===== src/design/bst_pkg.sv =====
// Shared types and constants for the binary search table unit.
package bst_pkg;

  localparam int DEPTH   = 1024;
  localparam int ADDR_W  = $clog2(DEPTH);
  localparam int DATA_W  = 32;
  localparam int IDX_W   = 10;
  localparam int LOW_W   = 11;
  localparam int UP_W    = 11;
  localparam int BOUND_W = ADDR_W + 2;
  localparam int IN_W    = IDX_W + DATA_W + LOW_W + UP_W;
  localparam int IN_BYTES_W  = ((IN_W + 7) / 8) * 8;
  localparam int OUT_BYTES_W = ((IDX_W + 7) / 8) * 8;

  localparam logic ACT_WRITE  = 1'b0;
  localparam logic ACT_SEARCH = 1'b1;

  typedef logic [ADDR_W-1:0]         addr_t;
  typedef logic signed [DATA_W-1:0]  word_t;
  typedef logic signed [BOUND_W-1:0] bound_t;

  typedef enum logic [1:0] {
    ST_IDLE,
    ST_PROBE,
    ST_FINISH
  } state_t;

  typedef struct packed {
    logic  we;
    addr_t waddr;
    word_t wdata;
    addr_t raddr;
  } ram_req_t;

  localparam bound_t HI_MAX = BOUND_W'(DEPTH - 1);

  function automatic addr_t mid_of(input bound_t lo, input bound_t hi);
    bound_t span;
    bound_t sum;
    span = hi - lo;
    sum  = lo + (span >>> 1);
    return sum[ADDR_W-1:0];
  endfunction

endpackage


===== src/design/bst_seq.sv =====
// Search sequencer: bounds, midpoint and compare unit, result register.
module bst_seq
  import bst_pkg::*;
(
  input  logic                    clk,
  input  logic                    rst,
  input  logic                    s_valid,
  output logic                    s_ready,
  input  logic                    action,
  input  logic [IDX_W-1:0]        entry_index,
  input  word_t                   value,
  input  logic [LOW_W-1:0]        lower_index,
  input  logic signed [UP_W-1:0]  upper_index,
  output ram_req_t                ram_req,
  input  word_t                   rdata,
  output logic                    m_valid,
  input  logic                    m_ready,
  output logic                    found,
  output logic [IDX_W-1:0]        position
);

  state_t state, state_next;

  bound_t lo, hi;
  addr_t  mid;
  word_t  key;
  logic   res_found;
  addr_t  res_pos;

  logic   out_valid;
  logic   out_found;
  addr_t  out_pos;

  bound_t lo_in, hi_in, hi_cl;
  addr_t  start_mid;
  logic   start_empty;
  logic   accept, search_go;

  logic   hit, below;
  bound_t lo_a, hi_b;
  addr_t  mid_a, mid_b;
  logic   empty_a, empty_b;
  logic   probe_done;
  logic   out_load;

  assign s_ready   = (state == ST_IDLE);
  assign accept    = s_valid && s_ready;
  assign search_go = accept && (action == ACT_SEARCH);

  always_comb begin
    lo_in       = BOUND_W'(lower_index);
    hi_in       = BOUND_W'(upper_index);
    hi_cl       = (hi_in > HI_MAX) ? HI_MAX : hi_in;
    start_mid   = mid_of(lo_in, hi_cl);
    start_empty = (lo_in > hi_cl);

    hit     = (rdata == key);
    below   = (rdata < key);
    lo_a    = BOUND_W'(mid) + bound_t'(1);
    hi_b    = BOUND_W'(mid) - bound_t'(1);
    mid_a   = mid_of(lo_a, hi);
    mid_b   = mid_of(lo, hi_b);
    empty_a = (lo_a > hi);
    empty_b = (lo > hi_b);
    probe_done = hit || (below ? empty_a : empty_b);

    out_load = (state == ST_FINISH) && (!out_valid || m_ready);
  end

  always_comb begin
    state_next = state;
    unique case (state)
      ST_IDLE: begin
        if (search_go) begin
          state_next = start_empty ? ST_FINISH : ST_PROBE;
        end
      end
      ST_PROBE: begin
        if (probe_done) begin
          state_next = ST_FINISH;
        end
      end
      ST_FINISH: begin
        if (out_load) begin
          state_next = ST_IDLE;
        end
      end
      default: state_next = ST_IDLE;
    endcase
  end

  always_comb begin
    ram_req.we    = accept && (action == ACT_WRITE);
    ram_req.waddr = entry_index[ADDR_W-1:0];
    ram_req.wdata = value;
    unique case (state)
      ST_PROBE: ram_req.raddr = below ? mid_a : mid_b;
      default:  ram_req.raddr = start_mid;
    endcase
  end

  always_ff @(posedge clk) begin
    if (rst) begin
      state     <= ST_IDLE;
      out_valid <= 1'b0;
    end else begin
      state <= state_next;
      if (out_load) begin
        out_valid <= 1'b1;
      end else if (m_ready) begin
        out_valid <= 1'b0;
      end
    end
  end

  always_ff @(posedge clk) begin
    unique case (state)
      ST_IDLE: begin
        if (search_go) begin
          lo        <= lo_in;
          hi        <= hi_cl;
          mid       <= start_mid;
          key       <= value;
          res_found <= 1'b0;
          res_pos   <= '0;
        end
      end
      ST_PROBE: begin
        if (hit) begin
          res_found <= 1'b1;
          res_pos   <= mid;
        end else if (below) begin
          lo  <= lo_a;
          mid <= mid_a;
        end else begin
          hi  <= hi_b;
          mid <= mid_b;
        end
      end
      default: begin
      end
    endcase
    if (out_load) begin
      out_found <= res_found;
      out_pos   <= res_pos;
    end
  end

  assign m_valid  = out_valid;
  assign found    = out_found;
  assign position = IDX_W'(out_pos);

endmodule


===== config.mk =====
export PLATFORM = sky130hd
export DESIGN_NAME = bst_seq
export DESIGN_NICKNAME = d
export VERILOG_FILES = /design/src/design/bst_pkg.sv /design/src/design/bst_seq.sv
export SDC_FILE = /design/constraint.sdc
export NUM_CORES = 1
export LEC_CHECK = 0
export BUFFER_PORTS_ARGS = -buffer_cell sky130_fd_sc_hd__buf_2
export CORE_ASPECT_RATIO = 1.5
export CORE_MARGIN = 5
export CORE_UTILIZATION = 60
export CTS_BUF_LIST = sky130_fd_sc_hd__clkbuf_2
export DETAILED_ROUTE_END_ITERATION = 6
export PLACE_DENSITY = 0.86
export SETUP_SLACK_MARGIN = 0.15
export SLEW_MARGIN = 20
export SYNTH_ARGS = -nofsm -noshare
export SYNTH_HDL_FRONTEND = slang
export SYNTH_SLANG_ARGS = --single-unit

===== constraint.sdc =====
create_clock -name clk -period 7.2 [get_ports clk]
set_clock_uncertainty 0.2 [all_clocks]
set_input_delay 0.36 -clock clk [delete_from_list [all_inputs] [get_ports clk]]
set_output_delay 0.36 -clock clk [all_outputs]
set_load 0.02 [all_outputs]

Yosys cells after proc, flatten, opt, wreduce, memory -nomap -nowiden:

Cells that the tools add are included.

* multiplexer cells: 28
* add/sub/neg operators: 8
* magnitude comparators: 5
* reductions and logical operators: 16
* equal/unequal tests: 10
* bitwise logic cells: 1

Operator list (count)
* $mux 12: 7
* $mux 10: 6
* $pmux 12 s2: 2
* $pmux 10 s2: 2
* $sub 11x11->11: 3
* $eq 32x32->1: 1
* $lt 32x32->1: 1
* $add 10x10->10: 3
* $gt 12x12->1: 2
* $gt 12x11->1: 1
* $ne 2x2->1 const B: 6
* $add 10x1->11 const B: 1
* $gt 11x11->1 const B: 1
* $sub 10x1->11 const B: 1
* $reduce_and 3->1: 3
* $mux 2: 4
* $reduce_and 4->1: 2
* $pmux 2 s3: 1
* $mux 1: 5
* $logic_and 1x1->1: 4
* $reduce_bool 2->1: 2
* $eq 2x1->1 const B: 1
* $eq 2x2->1 const B: 1
* $logic_not 2->1: 1
* 6 further kinds: 7

* bits of input ports: 101
* output and inout port bits: 66
* logic and storage cells: 78
* flip-flop bits (word level): 91

Longest topological paths before layout:

Gate-level depths: netlist (run 1).

* depth after elaboration: 6
* mapped depth: 20
* mapped depth without buffers: 20

Worst setup path before layout (run 1):

OpenSTA, ideal clock, no wires.

* path kind: register to output
* start point: register mid[0]
* end point: output port ram_req[9] (netlist bit)
* setup slack: 2791 ps
* cell stages (with the launch flop): 19
* data required time: 6640 ps
* arrival time: 3849 ps
* buffers on the path: 0
* cells stage by stage: edfxtp_1 > inv_1 > ha_1 > inv_1 > ha_1 > nor2b_1 > o21ai_0 > a21boi_0 > o21ai_0 > a21boi_0 > o21ai_0 > nor2b_1 > xnor2_1 > ha_1 > o41ai_1 > o21ai_0 > xnor2_1 > a22oi_1 > o21ai_1

RTL lines
* from (decl): RTL line bst_seq.sv:25 `addr_t mid;`
* from (signal assigned): RTL line bst_seq.sv:122 `mid <= start_mid;`
* from (signal assigned): RTL line bst_seq.sv:134 `mid <= mid_a;`
* from (signal assigned): RTL line bst_seq.sv:137 `mid <= mid_b;`
* to (decl): RTL line bst_seq.sv:14 `output ram_req_t ram_req,`

==> results.yml, run 1 <==
route:
  drcViolationCount: 0
  ant_nets: 0
  drt-initial-drc-count: 318
  dr.pass1.iters: 5
  num_vias: 6803
  wirelength_um: 20500
  avgViaCountPerCell: 5.67
  avgRoutedWirePerCell_um: 17.1
job:
  max_cap_violations: 0
clock_tree:
  postCtsHoldBufs: 56
  cts_setup_buffers: 0
  path_clk_slew_ns: 0.27
  cts_tree: "built"
  cts_root_buf: "clkbuf_2"
  cts.sinks: 89
  clock_latency_ns: 0.59
  cts_buffer_depth: 2
  ctsHtreeMaxLevel: 3
  cts_resized: 0
  cts_buffers: 9
synthesis:
  synth-edff-count: 86
  seq_area_frac_synth_pct: 33.1
  syn_area_mm2: 0.00800
  netlist_instances: 884
  async_reset_ff_share_pct: 0
  synth_top_area_share_pct: 32.3
  postSynthAreaPerCell_um2: 9.04
  yosysWarnings: 0
  synth_area_leader_cell: "edfxtp_1"
  ys_seq_elements: 89
  synthDistinctLibCells: 55
  synth.most_common_cell: "ha_1"
  syn_nets: 1118
  synthFlopType: "edfxtp_1"
  synth_commonest_cells: "127 x ha_1, 121 x inv_1, 86 x edfxtp_1"
  synth_area_leaders: "edfxtp_1 32%, ha_1 20%, inv_1 5.7%"
setup_path:
  path_common_cell: "o21ai_0"
  crit_slowest_cell: "o41ai_1"
  critPathKind: "flop to output pin"
  crit_path_start_kind: "flop"
  required_ns: 6.64
  crit_arrival_ns: 5.32
  cp_slowest_stage_delay_ns: 0.53
  cp-end-kind: "output pin"
  crit_chain: "inv_1 > ha_1 > inv_1 > ha_1 > nor2b_1 > o21ai_0 > a21boi_0 > o21ai_0 > a21boi_0 > o21ai_0 > nor2b_1 > xnor2_1 > ha_1 > o41ai_1 > o21ai_0 > xnor2_1 > a22oi_1 > o21ai_1 > buf_2"
  crit_fanout: 7
global_route:
  grt_first_pass_wirelength_um: 33200
  grt_overflow: 0
  grt_usage_pct: 26.2
  antenna_found_initial: 1
  grt_pass1_vias: 6898
  grt_max_degree: 57
pwr:
  powerDensity_mw_per_mm2: 513
  ir_drop_mv: 0.317
  leakagePower_uw: 0.00445
sta:
  drv_slew: 0
  final_hold_viol_count: 0
  fin_crit_sh_pct: 81.6
  final.setup.tns_ns: 0
  finalSetupViolations: 0
  period_minus_slack_ns: 5.88
  hold_slack_ns: 0.0664
  rsz0062_at_grt: "false"
  maxSlewHeadroom_pct: 35.1
  worst-slew-pin-transition_ns: 0.969
  fmax_ghz: 0.170
layout:
  layout-drive-gt1-share_pct: 16.9
  areaGrowthSynthToFinish_pct: 16.6
  final_util_pct: 71.6
  fin_nets: 1269
floorplanning:
  start_util_pct: 61.4
  fp.coreArea_mm2: 0.0130
  die_w_um: 104
  die-height_um: 151
  num_rows: 51
  io_pins: 167
  dieArea_mm2: 0.0158
placed_design:
  portBuffers: 146
  globalplace.congestion: 0.901
  detailed_place_hpwl_um: 15800
outcome:
  status: "complete, no violations"
worst_hold_path:
  worst_hold_path_type: "input port to flop"
state kept, by name, summed over array words and instances, names as in the netlist:
name / cells
key: 32
hi: 11
lo: 11
mid: 10
position: 10
res_pos: 10
state: 2
found: 1
m_valid: 1
res_found: 1
final timing paths:
path              start     endpoint  slack [ns]  cells after the start
max              mid[0]   ram_req[9]        1.32                     19
min             m_ready     state[1]        0.07                      5
max reg2reg      mid[0]       mid[9]        2.27                     18
min reg2reg  res_pos[1]  position[1]        0.26                      0
report_power, final:
part / switching, uW / internal [uW]
registers: 125 / 782
clock network: 188 / 189
logic: 2050 / 1450
cells in the final DEF, fill, tap and decap left out, drive strengths merged, types with 13 or more instances in the layout:
| master | instances |
|---|---|
| dlygate4sd3 | 56 |
| xnor2 | 45 |
| ha | 127 |
| nand3 | 14 |
| nand2 | 62 |
| nor2b | 17 |
| a21oi | 50 |
| a21o | 13 |
| edfxtp | 86 |
| nor2 | 68 |
| xor2 | 14 |
| o21ai | 68 |
| inv | 124 |
| buf | 152 |
| nor3 | 13 |
critical path, delay by kind of cell, from the launching register on:
kind / cells / cell delay (ns)
compound gates: 9 / 2.01
buf+inv: 3 / 0.51
simple gates: 2 / 0.38
flops: 1 / 0.52
fa+ha+maj: 3 / 1.04
xor+xnor: 2 / 0.29
cell families after synthesis:
kind of cell               count (synthesis)  synth area share (%)
muxes                                      3                 0.376
adders and majority gates                133                  21.4
buffers and inverters                    189                  10.9
xor gates and xnor gates                  59                  6.46
DFF                                       89                  33.1
AOI/OAI and AO/OA                        181                  14.0
and+or+nand+nor                          230                  13.9
routing by layer:
layer  vias to the layer above  GRT usage [%]  share of wire, %
met5                         -              0                 0
met4                         0           15.7               5.8
met3                        72           4.99               6.4
met2                       302           49.3                52
met1                      3127           26.7                36
li1                       3302              -                 -
layout make-up:
class | instances | area [um^2]
multi-input cells | 606 | 4490
fillers | 942 | 3700
flip-flops and latches | 89 | 2640
repair buffers | 208 | 1340
inverters | 121 | 454
well taps | 159 | 199
clock inverters | 7 | 149
clock buffers | 9 | 45.0
diodes | 1 | 2.50
stage by stage:
stage	total power, uW	cells	cell area, um^2	setup slack (ns)
2_1_floorplan	3530	884	8000	2.79
3_3_place_gp	4240	1127	8560	2.19
3_5_place_dp	4310	1127	8560	2.05
4_1_cts	4750	1199	9320	1.31
5_1_grt	5230	1200	9320	0.738
6_report	4780	1200	9320	1.32
Note: power is estimated with default switching activity, not from simulation.
==> run 2: changes to the inputs <==
CORE_UTILIZATION = 58   (was 60)
PLACE_DENSITY = 0.84   (was 0.86)
clock period = 5.74 ns   (was 7.2 ns; I/O delays follow)
==> run 2 against run 1 <==
  * Sequential share of layout area barely moved
  * Sequential cell count did not move
  * Total power rose by 24%
  * Utilization fell by 2.8 points
  * Worst setup slack got worse by 0.86 ns
  * Clock-buffer cell count did not move
  * Global-route usage fell by 1.1 points
  * Register-to-register slack got worse by 0.93 ns
  * Critical endpoint unchanged
  * Largest cell class unchanged
  * Largest power group unchanged
==> results.yml, run 2 (synthesized netlist as in run 1, its figures left out) <==
outcome:
  status: "complete, no violations"
global_route:
  antenna_found_initial: 1
  grt_max_degree: 35
  grt_overflow: 0
  grt_first_pass_wirelength_um: 32700
  grt_pass1_vias: 7063
  grt_usage_pct: 25.1
placed_design:
  postPlaceCellArea_mm2: 0.00855
  portBuffers: 146
  detailed_place_hpwl_um: 15700
  globalplace.congestion: 0.892
worst_hold_path:
  worst_hold_path_type: "input port to flop"
setup_path:
  required_ns: 5.25
  crit_slowest_cell: "edfxtp_1"
  crit_fanout: 7
  crit_chain: "inv_1 > ha_2 > inv_1 > ha_1 > nor2b_1 > o21ai_1 > a21boi_1 > o21ai_1 > a21boi_1 > o21ai_0 > nor2b_2 > xnor2_1 > ha_1 > nor2_1 > nor2_1 > o41ai_2 > o21ai_0 > xnor2_1 > a22oi_1 > o21ai_1 > buf_2"
  critPathKind: "flop to output pin"
  crit_arrival_ns: 4.79
  path_common_cell: "o21ai_1"
  crit_path_start_kind: "flop"
  cp_slowest_stage_delay_ns: 0.47
  cp-end-kind: "output pin"
route:
  ant_nets: 0
  dr.pass1.iters: 5
  num_vias: 6812
  wirelength_um: 20400
  drcViolationCount: 0
  avgRoutedWirePerCell_um: 16.9
  avgViaCountPerCell: 5.65
  drt-initial-drc-count: 418
sta:
  drv_slew: 0
  fin_crit_sh_pct: 92.0
  rsz0062_at_grt: "true"
  final.setup.tns_ns: 0
  worst-slew-pin-transition_ns: 0.995
  maxSlewHeadroom_pct: 33.4
  finalSetupViolations: 0
  final_hold_viol_count: 0
  period_minus_slack_ns: 5.28
  fmax_ghz: 0.189
clock_tree:
  cts_buffer_depth: 2
  clock_latency_ns: 0.59
  cts_buffers: 9
  cts_tree: "built"
  cts.sinks: 89
  ctsHtreeMaxLevel: 3
  path_clk_slew_ns: 0.30
  cts_root_buf: "clkbuf_2"
layout:
  n_fill_cell: 1044
  regMostFlops: "key"
  largest_reg_flops: 32
  final_common_cell: "buf_2"
  fin_nets: 1272
  regArea_mm2: 0.00264
  top_regs: "key x32, hi x11, lo x11"
  layout-drive-gt1-share_pct: 17.4
  final_area_mm2: 0.00931
  final_cell_mix: "146 x buf_2, 126 x ha_1, 121 x inv_1, 86 x edfxtp_1, 68 x nor2_1"
  multi_input_area_mm2: 0.00452
  areaGrowthSynthToFinish_pct: 16.5
pwr:
  seqPwrFrac_pct: 19.1
  switching_power_uw: 2980
  p_int_uw: 2960
  clock_power_share_pct: 6.0
  combPwrFrac_pct: 74.9
  ir_drop_mv: 0.431
  leakagePower_uw: 0.00444
  swShare_pct: 50.2
  powerDensity_mw_per_mm2: 637
floorplanning:
  io_pins: 167
  die_w_um: 106
  fp.coreArea_mm2: 0.0135
  num_rows: 52
  die-height_um: 154
  dieArea_mm2: 0.0163
  start_util_pct: 59.1
job:
  max_cap_violations: 0
-- run 2: cell types whose count changed in the layout (fill, tap and decap cells not counted), sizes merged --
cell | previous run | this run
inv | 124 | 125
dlygate4sd3 | 56 | 59
clkinvlp | 0 | 2
bufinv | 4 | 1
-- run 2: power groups by stage --
stage / combinational (uW) / clock, uW / sequential [uW]
finish: 4440 / 356 / 1140
global route: 4950 / 392 / 1160
CTS: 4370 / 365 / 1130
detailed placement: 4240 / 0 / 1150
global placement: 4140 / 0 / 1140
floorplan: 3340 / 0 / 1090
-- run 2: worst max-delay path, delay by kind of cell (launching register included) --
kind                       cells  cell delay (ns)
AOI/OAI and AO/OA              9             1.42
xor gates and xnor gates       2             0.25
adders and majority gates      3             1.07
buffers and inverters          3             0.42
DFF                            1             0.47
and+or+nand+nor                4             0.56
-- run 2: per-stage QoR --
stage	power, uW	instances	worst slack (ns)	hold slack (ns)	utilization, %
3_3_place_gp	5280	1129	0.882	0.201	63.2
6_report	5930	1206	0.461	0.0751	68.8
5_1_grt	6490	1206	0.119	0.0549	68.8
3_5_place_dp	5390	1129	0.678	0.205	63.2
2_1_floorplan	4430	884	1.40	0.156	-
4_1_cts	5860	1205	0.201	0.0250	68.6
-- run 2: metal layers --
layer  vias up  GRT usage [%]  share of wire (%)
met5         -              0                  0
li1       3311              -                  -
met2       297           47.1                 51
met1      3115           24.6                 36
met3        89           4.32                5.6
met4         0           17.3                7.0
-- run 2: area by class of cell --
type | instances | share of cell area, %
flip-flops and latches | 89 | 28.4
clock buffers | 9 | 0.484
clock inverters | 7 | 0.887
inverters | 121 | 4.88
multi-input cells | 606 | 48.5
diodes | 1 | 0.0269
well taps | 162 | 2.18
repair buffers | 211 | 14.7
-- run 2: final timing paths --
check	end	depth (start not counted)	slack, ns	startpoint
worst max-delay path	ram_req[9]	21	0.46	mid[1]
worst min-delay path	state[0]	5	0.08	m_ready
worst min register to register	position[6]	0	0.26	res_pos[6]
worst max register to register	mid[9]	20	1.34	mid[1]
-- run 2: repair_timing --
action | in CTS | in global routing
hold buffers | 59 | 0
buffers inserted | 1 | 0
hold endpoints to repair | 58 | 0
gates resized for setup | 2 | 9
endpoints found under the setup margin | 2 | 4
==> run 3: changes to the inputs <==
CTS_BUF_LIST = sky130_fd_sc_hd__clkbuf_8   (was sky130_fd_sc_hd__clkbuf_2)
==> run 3 against run 2 <==
  * First-iteration DRC count down 9.1%
  * Non-clock buffer count down 25
  * Combinational power down 1%
  * Clock-buffer cell count unchanged
  * Sequential power about the same
  * Sequential cell count unchanged
  * Final cell count down 2.2%
  * Critical path type unchanged
  * Critical endpoint unchanged
  * Largest power group unchanged
==> results.yml, run 3 (synthesized netlist as in run 1, its figures left out) <==
global_route:
  grt_usage_pct: 24.4
  antenna_found_initial: 0
  grt_pass1_vias: 6838
  grt_overflow: 0
  grt_first_pass_wirelength_um: 31600
  grt_max_degree: 35
layout:
  regArea_mm2: 0.00264
  multi_input_area_mm2: 0.00450
  final_util_pct: 67.4
  layout-drive-gt1-share_pct: 17.7
  final_common_cell: "buf_2"
  fin_nets: 1247
  regMostFlops: "key"
  final_cell_mix: "146 x buf_2, 126 x ha_1, 121 x inv_1, 86 x edfxtp_1, 68 x nor2_1"
  antennaDiodeCount: 0
  top_regs: "key x32, hi x11, lo x11"
  largest_reg_flops: 32
  n_fill_cell: 1078
  areaGrowthSynthToFinish_pct: 14.1
outcome:
  status: "complete, no violations"
setup_path:
  path_common_cell: "o21ai_0"
  r2r-start: "mid[1]"
  crit_chain: "buf_4 > ha_1 > xnor2_1 > inv_1 > ha_1 > o21ai_0 > a21oi_1 > o21ai_0 > a21boi_0 > o21ai_0 > nand2_1 > xor2_1 > ha_1 > o41ai_1 > o21ai_0 > xnor2_1 > o21ai_1 > buf_2"
  critPathKind: "flop to output pin"
  required_ns: 5.25
  crit_start: "mid[0]"
  crit_path_start_kind: "flop"
  crit_fanout: 5
  crit_slowest_cell: "o41ai_1"
  cp_slowest_stage_delay_ns: 0.48
  crit_arrival_ns: 4.72
  cp-end-kind: "output pin"
floorplanning:
  num_rows: 52
  io_pins: 167
  start_util_pct: 59.1
  die-height_um: 154
  die_w_um: 106
  dieArea_mm2: 0.0163
  fp.coreArea_mm2: 0.0135
sta:
  finalSetupViolations: 0
  fmax_ghz: 0.192
  final.setup.tns_ns: 0
  maxSlewHeadroom_pct: 34.8
  period_minus_slack_ns: 5.21
  fin_crit_sh_pct: 90.8
  worst-slew-pin-transition_ns: 0.974
  drv_slew: 0
  final_hold_viol_count: 0
  rsz0062_at_grt: "false"
route:
  drcViolationCount: 0
  wirelength_um: 19700
  ant_nets: 0
  avgRoutedWirePerCell_um: 16.7
  drt-initial-drc-count: 380
  num_vias: 6603
  dr.pass1.iters: 5
  avgViaCountPerCell: 5.60
clock_tree:
  cts_buffers: 9
  cts_root_buf: "clkbuf_8"
  cts_buffer_depth: 2
  cts.sinks: 89
  clock_latency_ns: 0.38
  cts_tree: "built"
  ctsHtreeMaxLevel: 3
  path_clk_slew_ns: 0.10
worst_hold_path:
  hp-start: "lower_index[10]"
  worst_hold_path_type: "input port to flop"
pwr:
  ir_drop_mv: 0.371
  powerDensity_mw_per_mm2: 655
  leakagePower_uw: 0.00435
placed_design:
  portBuffers: 146
  globalplace.congestion: 0.892
  detailed_place_hpwl_um: 15700
job:
  max_cap_violations: 0
## run 3: cell count changes in the layout (fill, tap and decap cells not counted), sizes merged
| cell | before | now |
|---|---|---|
| diode | 1 | 0 |
| dlygate4sd3 | 59 | 33 |
| buf | 152 | 153 |
## run 3: path summary, 6_finish.rpt
check,endpoint,depth (start not counted),slack [ns]
setup / recovery,ram_req[9],18,0.53
hold reg to reg,position[6],0,0.23
hold / removal,lo[10],3,0.03
setup reg to reg,mid[9],20,1.14
## run 3: layer usage
metal / up-vias / share of wire, % / global-route usage (%)
met5: - / 0 / 0
met4: 0 / 5.5 / 14.5
met3: 61 / 5.2 / 4.24
met2: 236 / 52 / 46.4
met1: 3035 / 37 / 24.1
li1: 3271 / - / -
## run 3: stage by stage
| stage | setup WS, ns | hold WS [ns] | instances | power (uW) | cell area [um^2] |
|---|---|---|---|---|---|
| after floorplan | 1.40 | 0.156 | 884 | 4430 | 8000 |
| after global placement | 0.882 | 0.201 | 1129 | 5280 | 8550 |
| after detailed placement | 0.678 | 0.205 | 1129 | 5390 | 8550 |
| after CTS | 0.197 | 0.0108 | 1178 | 5920 | 9090 |
| after global routing | 0.210 | 0.0355 | 1180 | 6530 | 9120 |
| final | 0.528 | 0.0340 | 1180 | 5970 | 9120 |
## run 3: what timing repair did
action | in CTS | in global routing
setup buffers | 0 | 2
setup endpoints to repair | 0 | 3
hold buffers | 33 | 0
hold endpoints to repair | 35 | 0
resized for setup | 0 | 3
## run 3: layout make-up
type / instances / area share, %
repair buffers: 186 / 12.2
well taps: 162 / 2.22
multi-input cells: 606 / 49.4
flip-flops and latches: 89 / 29.0
clock inverters: 7 / 0.905
clock buffers: 9 / 1.36
inverters: 121 / 4.98
## run 3: critical path: cells and delay by family (launching register included)
kind / cells / cell delay [ns]
AOI/OAI and AO/OA: 8 / 1.83
adders and majority gates: 3 / 0.82
xor gates and xnor gates: 3 / 0.68
buffers and inverters: 3 / 0.50
DFF: 1 / 0.40
and+or+nand+nor: 1 / 0.13
## run 3: report_power, final
| part | total (uW) | switching, uW | leakage, uW | internal, uW |
|---|---|---|---|---|
| combinational | 4380 | 2550 | 0.00342 | 1830 |
| sequential | 1130 | 151 | 0.000831 | 982 |
| clock | 459 | 250 | 0.0000988 | 209 |
